===== config.mk =====
export PLATFORM = sky130hd
export DESIGN_NAME = eight_bit_cpu_alu_flags_top
export DESIGN_NICKNAME = d
export VERILOG_FILES = /design/src/hdl/alu8f_pkg.sv /design/src/hdl/eight_bit_cpu_alu_flags_top.sv /design/src/hdl/alu8f_exec.sv
export SDC_FILE = /design/constraint.sdc
export NUM_CORES = 1
export LEC_CHECK = 0
export ABC_AREA = 1
export BUFFER_PORTS_ARGS = -buffer_cell sky130_fd_sc_hd__buf_2
export CAP_MARGIN = 20
export CORE_MARGIN = 4
export CORE_UTILIZATION = 62
export CTS_CLUSTER_DIAMETER = 40
export DETAILED_ROUTE_END_ITERATION = 16
export MAX_ROUTING_LAYER = met4
export PLACE_DENSITY = 0.92
export SYNTH_ARGS = -nofsm -noshare
export SYNTH_HDL_FRONTEND = slang
export SYNTH_SLANG_ARGS = --single-unit

===== constraint.sdc =====
create_clock -name i_clk -period 4.1 [get_ports i_clk]
set_clock_uncertainty 0.05 [all_clocks]
set_input_delay 1.025 -clock i_clk [delete_from_list [all_inputs] [get_ports i_clk]]
set_output_delay 1.025 -clock i_clk [all_outputs]
set_load 0.01 [all_outputs]

===== src/hdl/alu8f_pkg.sv =====
// Shared types and constants for the eight-bit ALU and flags block.
package alu8f_pkg;

    // Operation codes carried on the action field.
    typedef enum logic [3:0] {
        ACT_ADC    = 4'd0,
        ACT_ADD    = 4'd1,
        ACT_AND    = 4'd2,
        ACT_BIT    = 4'd3,
        ACT_ADD_HL = 4'd4,
        ACT_HL_SP  = 4'd5,
        ACT_SP_OFS = 4'd6,
        ACT_CCF    = 4'd7,
        ACT_LOAD   = 4'd8
    } t_action;

    // Positions of the flags inside the flag nibble.
    localparam int unsigned FLAG_Z = 3;
    localparam int unsigned FLAG_N = 2;
    localparam int unsigned FLAG_H = 1;
    localparam int unsigned FLAG_C = 0;

    // One input beat as held in the input register.
    typedef struct packed {
        logic [3:0]  action;
        logic [7:0]  operand_byte;
        logic [15:0] operand_word;
        logic [15:0] stack_word;
        logic [2:0]  bit_index;
        logic [3:0]  flags_value;
        logic        from_memory;
    } t_alu_item;

    // Architectural state of the CPU core as seen by the ALU.
    typedef struct packed {
        logic [7:0]  acc;
        logic [15:0] hl_pair;
        logic [15:0] stack_ptr;
        logic [3:0]  flag_bits;
        logic [31:0] cycle_counter;
    } t_arch_state;

endpackage


===== src/hdl/eight_bit_cpu_alu_flags_top.sv =====
// Top level of the eight-bit ALU and flags block: handshakes, state and checks.
//
// The block executes one ALU operation per input beat on its own A, HL and SP
// registers and Z, N, H, C flags, and keeps a 32-bit machine-cycle total.
// Input channel: i_in_valid with the operation fields, o_in_stall back.
// Output channel: o_out_valid with A, HL, SP, the four flags and the cycle
// total, i_out_stall back. A beat moves when valid is high and stall is low.
// Each input beat gives exactly one output beat.
// A beat waits in the input register, then the execute logic writes the state
// registers, which also serve as the output register.
// Throughput: one beat per cycle while the receiver does not stall, set by the
// combinational execute unit; each operation sees the state left by the one
// before it.
// When the receiver stalls, the result holds and one further beat may wait
// in the input register; after that o_in_stall rises until the output moves.
// Synchronous active-low reset clears A, HL, SP, the flags, the cycle total and
// both valid bits; the operation fields in the input register are not reset.
module eight_bit_cpu_alu_flags_top
    import alu8f_pkg::*;
(
    input  logic        i_clk,
    input  logic        i_rst_n,
    input  logic        i_in_valid,
    output logic        o_in_stall,
    input  logic [3:0]  i_action,
    input  logic [7:0]  i_operand_byte,
    input  logic [15:0] i_operand_word,
    input  logic [15:0] i_stack_word,
    input  logic [2:0]  i_bit_index,
    input  logic [3:0]  i_flags_value,
    input  logic        i_from_memory,
    output logic        o_out_valid,
    input  logic        i_out_stall,
    output logic [7:0]  o_acc_out,
    output logic [15:0] o_hl_out,
    output logic [15:0] o_sp_out,
    output logic        o_zero_flag,
    output logic        o_subtract_flag,
    output logic        o_half_flag,
    output logic        o_carry_flag,
    output logic [31:0] o_cycle_total
);

    logic        r_in_valid;
    t_alu_item   r_item;
    logic        r_out_valid;
    t_arch_state r_state;
    t_arch_state n_state;
    logic        out_free;
    logic        exec_move;
    logic        in_take;

    // Pipeline flow: the output frees when empty or taken, the input when it moves on.
    assign out_free   = !r_out_valid || !i_out_stall;
    assign exec_move  = r_in_valid && out_free;
    assign in_take    = i_in_valid && !o_in_stall;
    assign o_in_stall = r_in_valid && !out_free;

    // Input register.
    always_ff @(posedge i_clk) begin
        if (!i_rst_n) begin
            r_in_valid <= 1'b0;
        end else if (in_take) begin
            r_in_valid <= 1'b1;
        end else if (exec_move) begin
            r_in_valid <= 1'b0;
        end
    end

    always_ff @(posedge i_clk) begin
        if (in_take) begin
            r_item.action       <= i_action;
            r_item.operand_byte <= i_operand_byte;
            r_item.operand_word <= i_operand_word;
            r_item.stack_word   <= i_stack_word;
            r_item.bit_index    <= i_bit_index;
            r_item.flags_value  <= i_flags_value;
            r_item.from_memory  <= i_from_memory;
        end
    end

    // Execute unit.
    alu8f_exec u_exec (
        .i_item  (r_item),
        .i_state (r_state),
        .o_state (n_state)
    );

    // Architectural state doubles as the result register; it changes only when a beat moves in.
    always_ff @(posedge i_clk) begin
        if (!i_rst_n) begin
            r_state     <= '0;
            r_out_valid <= 1'b0;
        end else begin
            if (exec_move) begin
                r_state <= n_state;
            end
            if (exec_move) begin
                r_out_valid <= 1'b1;
            end else if (!i_out_stall) begin
                r_out_valid <= 1'b0;
            end
        end
    end

    // Result ports.
    assign o_out_valid     = r_out_valid;
    assign o_acc_out       = r_state.acc;
    assign o_hl_out        = r_state.hl_pair;
    assign o_sp_out        = r_state.stack_ptr;
    assign o_zero_flag     = r_state.flag_bits[FLAG_Z];
    assign o_subtract_flag = r_state.flag_bits[FLAG_N];
    assign o_half_flag     = r_state.flag_bits[FLAG_H];
    assign o_carry_flag    = r_state.flag_bits[FLAG_C];
    assign o_cycle_total   = r_state.cycle_counter;

    // A beat leaving the input register always lands in the output register.
    assert property (@(posedge i_clk) disable iff (!i_rst_n)
        exec_move |=> o_out_valid)
        else $error("executed beat did not reach the output register");

    // Every defined operation other than a load clears N; unused codes leave it alone.
    assert property (@(posedge i_clk) disable iff (!i_rst_n)
        (exec_move && (r_item.action <= ACT_CCF)) |=> !o_subtract_flag)
        else $error("N flag set by an arithmetic operation");

    // The cycle total advances by at most four per cycle and only when a beat executes.
    assert property (@(posedge i_clk) disable iff (!i_rst_n)
        $past(i_rst_n) |->
        (((o_cycle_total - $past(o_cycle_total)) <= 32'd4) &&
         ($past(exec_move) || (o_cycle_total == $past(o_cycle_total)))))
        else $error("cycle total moved unexpectedly");

    // Stall towards the sender only while the input register holds a beat and the output register is full.
    assert property (@(posedge i_clk) disable iff (!i_rst_n)
        o_in_stall |-> (r_in_valid && r_out_valid))
        else $error("input stalled without a blocked beat");

endmodule


===== src/hdl/alu8f_exec.sv =====
// Single-pass execute unit: computes the next architectural state for one beat.
module alu8f_exec
    import alu8f_pkg::*;
(
    input  t_alu_item   i_item,
    input  t_arch_state i_state,
    output t_arch_state o_state
);

    logic [8:0]  acc_sum;
    logic [4:0]  acc_half;
    logic        carry_in;
    logic [7:0]  and_res;
    logic [15:0] hl_addend;
    logic [16:0] hl_sum;
    logic [12:0] hl_half;
    logic [15:0] sp_ext;
    logic [4:0]  sp_half;
    logic [8:0]  sp_carry;
    logic [2:0]  cycles;

    // Byte adder shared by ADC and ADD; carry only feeds in for ADC.
    assign carry_in = (t_action'(i_item.action) == ACT_ADC) ? i_state.flag_bits[FLAG_C] : 1'b0;
    assign acc_sum  = {1'b0, i_state.acc} + {1'b0, i_item.operand_byte} + {8'd0, carry_in};
    assign acc_half = {1'b0, i_state.acc[3:0]} + {1'b0, i_item.operand_byte[3:0]}
                    + {4'd0, carry_in};
    assign and_res  = i_state.acc & i_item.operand_byte;

    // Word adder for HL, taking either the word operand or SP.
    assign hl_addend = (t_action'(i_item.action) == ACT_HL_SP) ? i_state.stack_ptr
                                                                : i_item.operand_word;
    assign hl_sum    = {1'b0, i_state.hl_pair} + {1'b0, hl_addend};
    assign hl_half   = {1'b0, i_state.hl_pair[11:0]} + {1'b0, hl_addend[11:0]};

    // Signed offset onto SP; flags come from the unsigned low byte.
    assign sp_ext   = {{8{i_item.operand_byte[7]}}, i_item.operand_byte};
    assign sp_half  = {1'b0, i_state.stack_ptr[3:0]} + {1'b0, i_item.operand_byte[3:0]};
    assign sp_carry = {1'b0, i_state.stack_ptr[7:0]} + {1'b0, i_item.operand_byte};

    // Select the new state and the machine cycles that the operation costs.
    always_comb begin
        o_state = i_state;
        cycles  = 3'd0;
        unique case (t_action'(i_item.action))
            ACT_ADC, ACT_ADD: begin
                o_state.acc       = acc_sum[7:0];
                o_state.flag_bits = {(acc_sum[7:0] == 8'd0), 1'b0, acc_half[4], acc_sum[8]};
                cycles            = 3'd1 + {2'd0, i_item.from_memory};
            end
            ACT_AND: begin
                o_state.acc       = and_res;
                o_state.flag_bits = {(and_res == 8'd0), 1'b0, 1'b1, 1'b0};
                cycles            = 3'd1 + {2'd0, i_item.from_memory};
            end
            ACT_BIT: begin
                o_state.flag_bits = {~i_item.operand_byte[i_item.bit_index], 1'b0, 1'b1,
                                     i_state.flag_bits[FLAG_C]};
                cycles            = 3'd2 + {2'd0, i_item.from_memory};
            end
            ACT_ADD_HL, ACT_HL_SP: begin
                o_state.hl_pair   = hl_sum[15:0];
                o_state.flag_bits = {i_state.flag_bits[FLAG_Z], 1'b0, hl_half[12], hl_sum[16]};
                cycles            = 3'd2;
            end
            ACT_SP_OFS: begin
                o_state.stack_ptr = i_state.stack_ptr + sp_ext;
                o_state.flag_bits = {1'b0, 1'b0, sp_half[4], sp_carry[8]};
                cycles            = 3'd4;
            end
            ACT_CCF: begin
                o_state.flag_bits = {i_state.flag_bits[FLAG_Z], 1'b0, 1'b0,
                                     ~i_state.flag_bits[FLAG_C]};
                cycles            = 3'd1;
            end
            ACT_LOAD: begin
                o_state.acc       = i_item.operand_byte;
                o_state.hl_pair   = i_item.operand_word;
                o_state.stack_ptr = i_item.stack_word;
                o_state.flag_bits = i_item.flags_value;
            end
            default: begin
                // Unused codes leave the state untouched and cost nothing.
                o_state = i_state;
            end
        endcase
        o_state.cycle_counter = i_state.cycle_counter + {29'd0, cycles};
    end

endmodule

==> flow_metrics.py <==
metrics = {
    "final_layout": {
        "syn_to_final_growth_pct": 16.5,
        "mostFrequentLayoutCell": "nand2_1",
        "final_layout_size_suffix_gt1_share_pct": 17.5,
        "fin_nets": 1349,
        "mostFrequentLayoutCells": "297 x nand2_1, 148 x inv_1, 133 x buf_2, 104 x a21oi_1, 97 x nor2_1",
        "final_cells": 1431,
        "num_antenna_cells": 0,
    },
    "global_routing": {
        "antenna_found_initial": 0,
        "grt_usage_pct": 31.8,
        "grt_overflow_total": 0,
        "grt_pass1_wl_mm": 36.6,
        "grt_max_degree": 46,
        "grt_pass1_vias": 7582,
    },
    "clock_tree": {
        "htreeDepth": 4,
        "cts_setup_buffers": 0,
        "cts_tree": "done",
        "clk_latency_ns": 0.43,
        "cts_buffer_depth": 2,
        "clk_pin_slew_worst_paths_ns": 0.06,
        "clock-sinks": 130,
        "numCtsBuffers": 17,
        "clock-root-buffer": "clkbuf_16",
        "holdBufCountCts": 0,
        "post_cts_resize_count": 0,
    },
    "yosys": {
        "ys.flop_type": "dfxtp_1",
        "syn_area_um2": 8170,
        "ys_ff_latch": 130,
        "syn_inst": 1114,
        "yosysSeqAreaShare_pct": 38.2,
        "synthArstFlopShare_pct": 0,
        "ys_types": 43,
        "synth_fp_nets": 1217,
        "synth_enable_flop_cells": 52,
        "yosysWarnings": 0,
        "syn_area_per_cell_um2": 7.34,
    },
    "floorplan": {
        "die_area_um2": 15100,
        "core_um2": 12800,
        "ios": 134,
        "fp-row-count": 41,
        "die-width_um": 123,
        "chipHeight_um": 123,
        "start_util_pct": 64.0,
    },
    "setup_path": {
        "worstPathArrival_ns": 3.68,
        "cpMaxStageDelayCell": "nand3_1",
        "criticalPathCategory": "flop to flop",
        "crit_path_cell_trace": "inv_1 > nand2_1 > inv_1 > nand3_1 > mux2_2 > ha_1 > inv_1 > fa_1 > inv_1 > nand3_1 > nand3_1 > nand3_1 > nand3_1 > nand2_1 > nand2_1 > nand2_1 > a21oi_1",
        "end_kind": "flop",
        "crit_top_cell": "nand3_1",
        "startpoint_type": "flop",
        "required_ns": 4.41,
        "cp_max_fo": 16,
        "critPathMaxStageDelay_ns": 0.53,
    },
    "sta": {
        "final-hold-violation-count": 0,
        "fin_setup_tns_ns": 0,
        "layout_min_cycle_time_ns": 3.38,
        "tightest_slew_ns": 0.893,
        "fmax_mhz": 296,
        "rsz0062_at_grt": "no",
        "period_share_pct": 82.4,
        "finalSetupViolCount": 0,
        "relSlewSlack_pct": 40.2,
        "slew_violations": 0,
        "worst_slack_ns": 0.722,
    },
    "placed_design": {
        "dp_slack_ns": 0.786,
        "placedCellCount": 1399,
        "place_congestion": 1.04,
        "portBuffers": 133,
        "hpwl_mm": 16.4,
    },
    "detailed_routing": {
        "drt_iter0_markers": 811,
        "vias": 8049,
        "viasPerCell": 5.62,
        "final_antenna_net_count": 0,
        "wl_met3_mm": 2.00,
        "top_layer": "met4",
        "wl_mm": 22.7,
        "wl_per_cell_um": 15.9,
        "dr.pass1.iters": 5,
        "wl_met2_mm": 10.8,
        "drc": 0,
        "drt-met1-wl_mm": 9.27,
    },
    "pwr": {
        "powerDensity_nw_per_um2": 348,
        "p_leak_nw": 4.74,
        "vdd_ir_drop_max_v": 0.000380,
        "p_sw_w": 0.000882,
        "pwr-share-clk_pct": 44.7,
        "combinationalPowerShare_pct": 11.8,
        "sw_frac_of_total_pct": 26.6,
        "seqPwrFrac_pct": 43.5,
        "p_int_w": 0.00243,
    },
    "hold_path": {
        "hp-class": "flop to flop",
    },
    "job": {
        "cap_violations": 0,
    },
    "run_status": {
        "status": "completed",
    },
}
==> metrics by stage <==
stage          hold WS [ns]  util, %  total power (W)  area (µm²)
2_1_floorplan         0.412        -          0.00172        8170
3_3_place_gp          0.388     70.1          0.00183        8950
3_5_place_dp          0.397     70.1          0.00184        8950
4_1_cts               0.406     74.5          0.00330        9520
5_1_grt               0.457     74.5          0.00344        9520
6_report              0.401     74.5          0.00331        9520
==> metal layers <==
metal / vias to the layer above / track usage, %
met5: - / -
met4: 0 / 11.6
met3: 59 / 5.99
met2: 377 / 51.5
met1: 3679 / 39.8
li1: 3934 / -
==> flip-flops by register name, summed over array words and instances, names as in the netlist <==
name	flops
o_subtract_flag	1
o_carry_flag	1
o_half_flag	1
o_cycle_total	32
o_out_valid	1
o_sp_out	16
o_zero_flag	1
o_acc_out	8
r_in_valid	1
o_hl_out	16
r_item	52
==> critical path: cells and delay by family (launching register included) <==
kind / cells / cell delay [ns]
buf+inv: 4 / 0.41
flops: 1 / 0.45
mux: 1 / 0.42
compound gates: 1 / 0.11
simple gates: 9 / 1.35
fa+ha+maj: 2 / 0.51
==> power groups by stage <==
stage	combinational, W	clock (W)	sequential, W
floorplan	0.000265	0	0.00146
global placement	0.000370	0	0.00146
detailed placement	0.000378	0	0.00147
CTS	0.000384	0.00148	0.00144
global route	0.000440	0.00155	0.00144
finish	0.000391	0.00148	0.00144
==> cells in the mapped netlist (2+ instances only) <==
cell / instances / area share [%]
nand2_1: 297 / 14
inv_1: 149 / 6.8
a21oi_1: 104 / 6.4
nor2_1: 97 / 4.5
dfxtp_1: 78 / 19
nand3_1: 73 / 4.5
edfxtp_1: 52 / 19
o21ai_0: 50 / 3.1
ha_1: 42 / 6.4
xor2_1: 19 / 2.0
nand4_1: 13 / 0.99
mux2_2: 10 / 1.4
o21ai_1: 10 / 0.61
buf_2: 9 / 0.55
nor3_1: 8 / 0.49
clkbuf_1: 7 / 0.32
inv_2: 7 / 0.32
a211oi_1: 6 / 0.55
and2_1: 6 / 0.46
buf_4: 6 / 0.55
or2_2: 6 / 0.46
xnor2_1: 6 / 0.64
a21oi_2: 5 / 0.54
fa_1: 5 / 1.2
nand2_2: 5 / 0.38
a31oi_1: 4 / 0.31
a41oi_1: 4 / 0.43
nor4_1: 4 / 0.31
a21oi_4: 3 / 0.60
nand3_2: 3 / 0.37
nor2_2: 3 / 0.23
nor2_4: 3 / 0.41
nor3_2: 3 / 0.37
o211ai_1: 3 / 0.28
a211oi_2: 2 / 0.31
a221oi_1: 2 / 0.21
and3_1: 2 / 0.15
buf_6: 2 / 0.28
nor3b_1: 2 / 0.18
==> cell families after synthesis <==
family,after synthesis,synth area share [%]
and+or+nand+nor,528,27.9
AOI/OAI and AO/OA,193,13.3
buffers and inverters,181,8.91
DFF,130,38.2
adders and majority gates,47,7.65
xor gates and xnor gates,25,2.68
muxes,10,1.38
==> path summary, 6_finish.rpt <==
| kind | cells past startpoint | slack, ns | end | startpoint |
|---|---|---|---|---|
| worst max-delay path | 17 | 0.72 | o_half_flag | r_item[51] |
| worst min-delay path | 2 | 0.40 | o_subtract_flag | o_subtract_flag |
| worst max register to register | 17 | 0.72 | o_half_flag | r_item[51] |
| worst min register to register | 2 | 0.40 | o_subtract_flag | o_subtract_flag |
==> layout make-up <==
type                            count  area (µm²)
Fill cell                         951        3250
Clock buffer                       19         433
Inverter                          156         586
Tap cell                          172         215
Timing Repair Buffer              138         703
Clock inverter                     13         139
Sequential cell                   130        3120
Multi-Input combinational cell    803        4320
(Power assumes the default switching activity.)
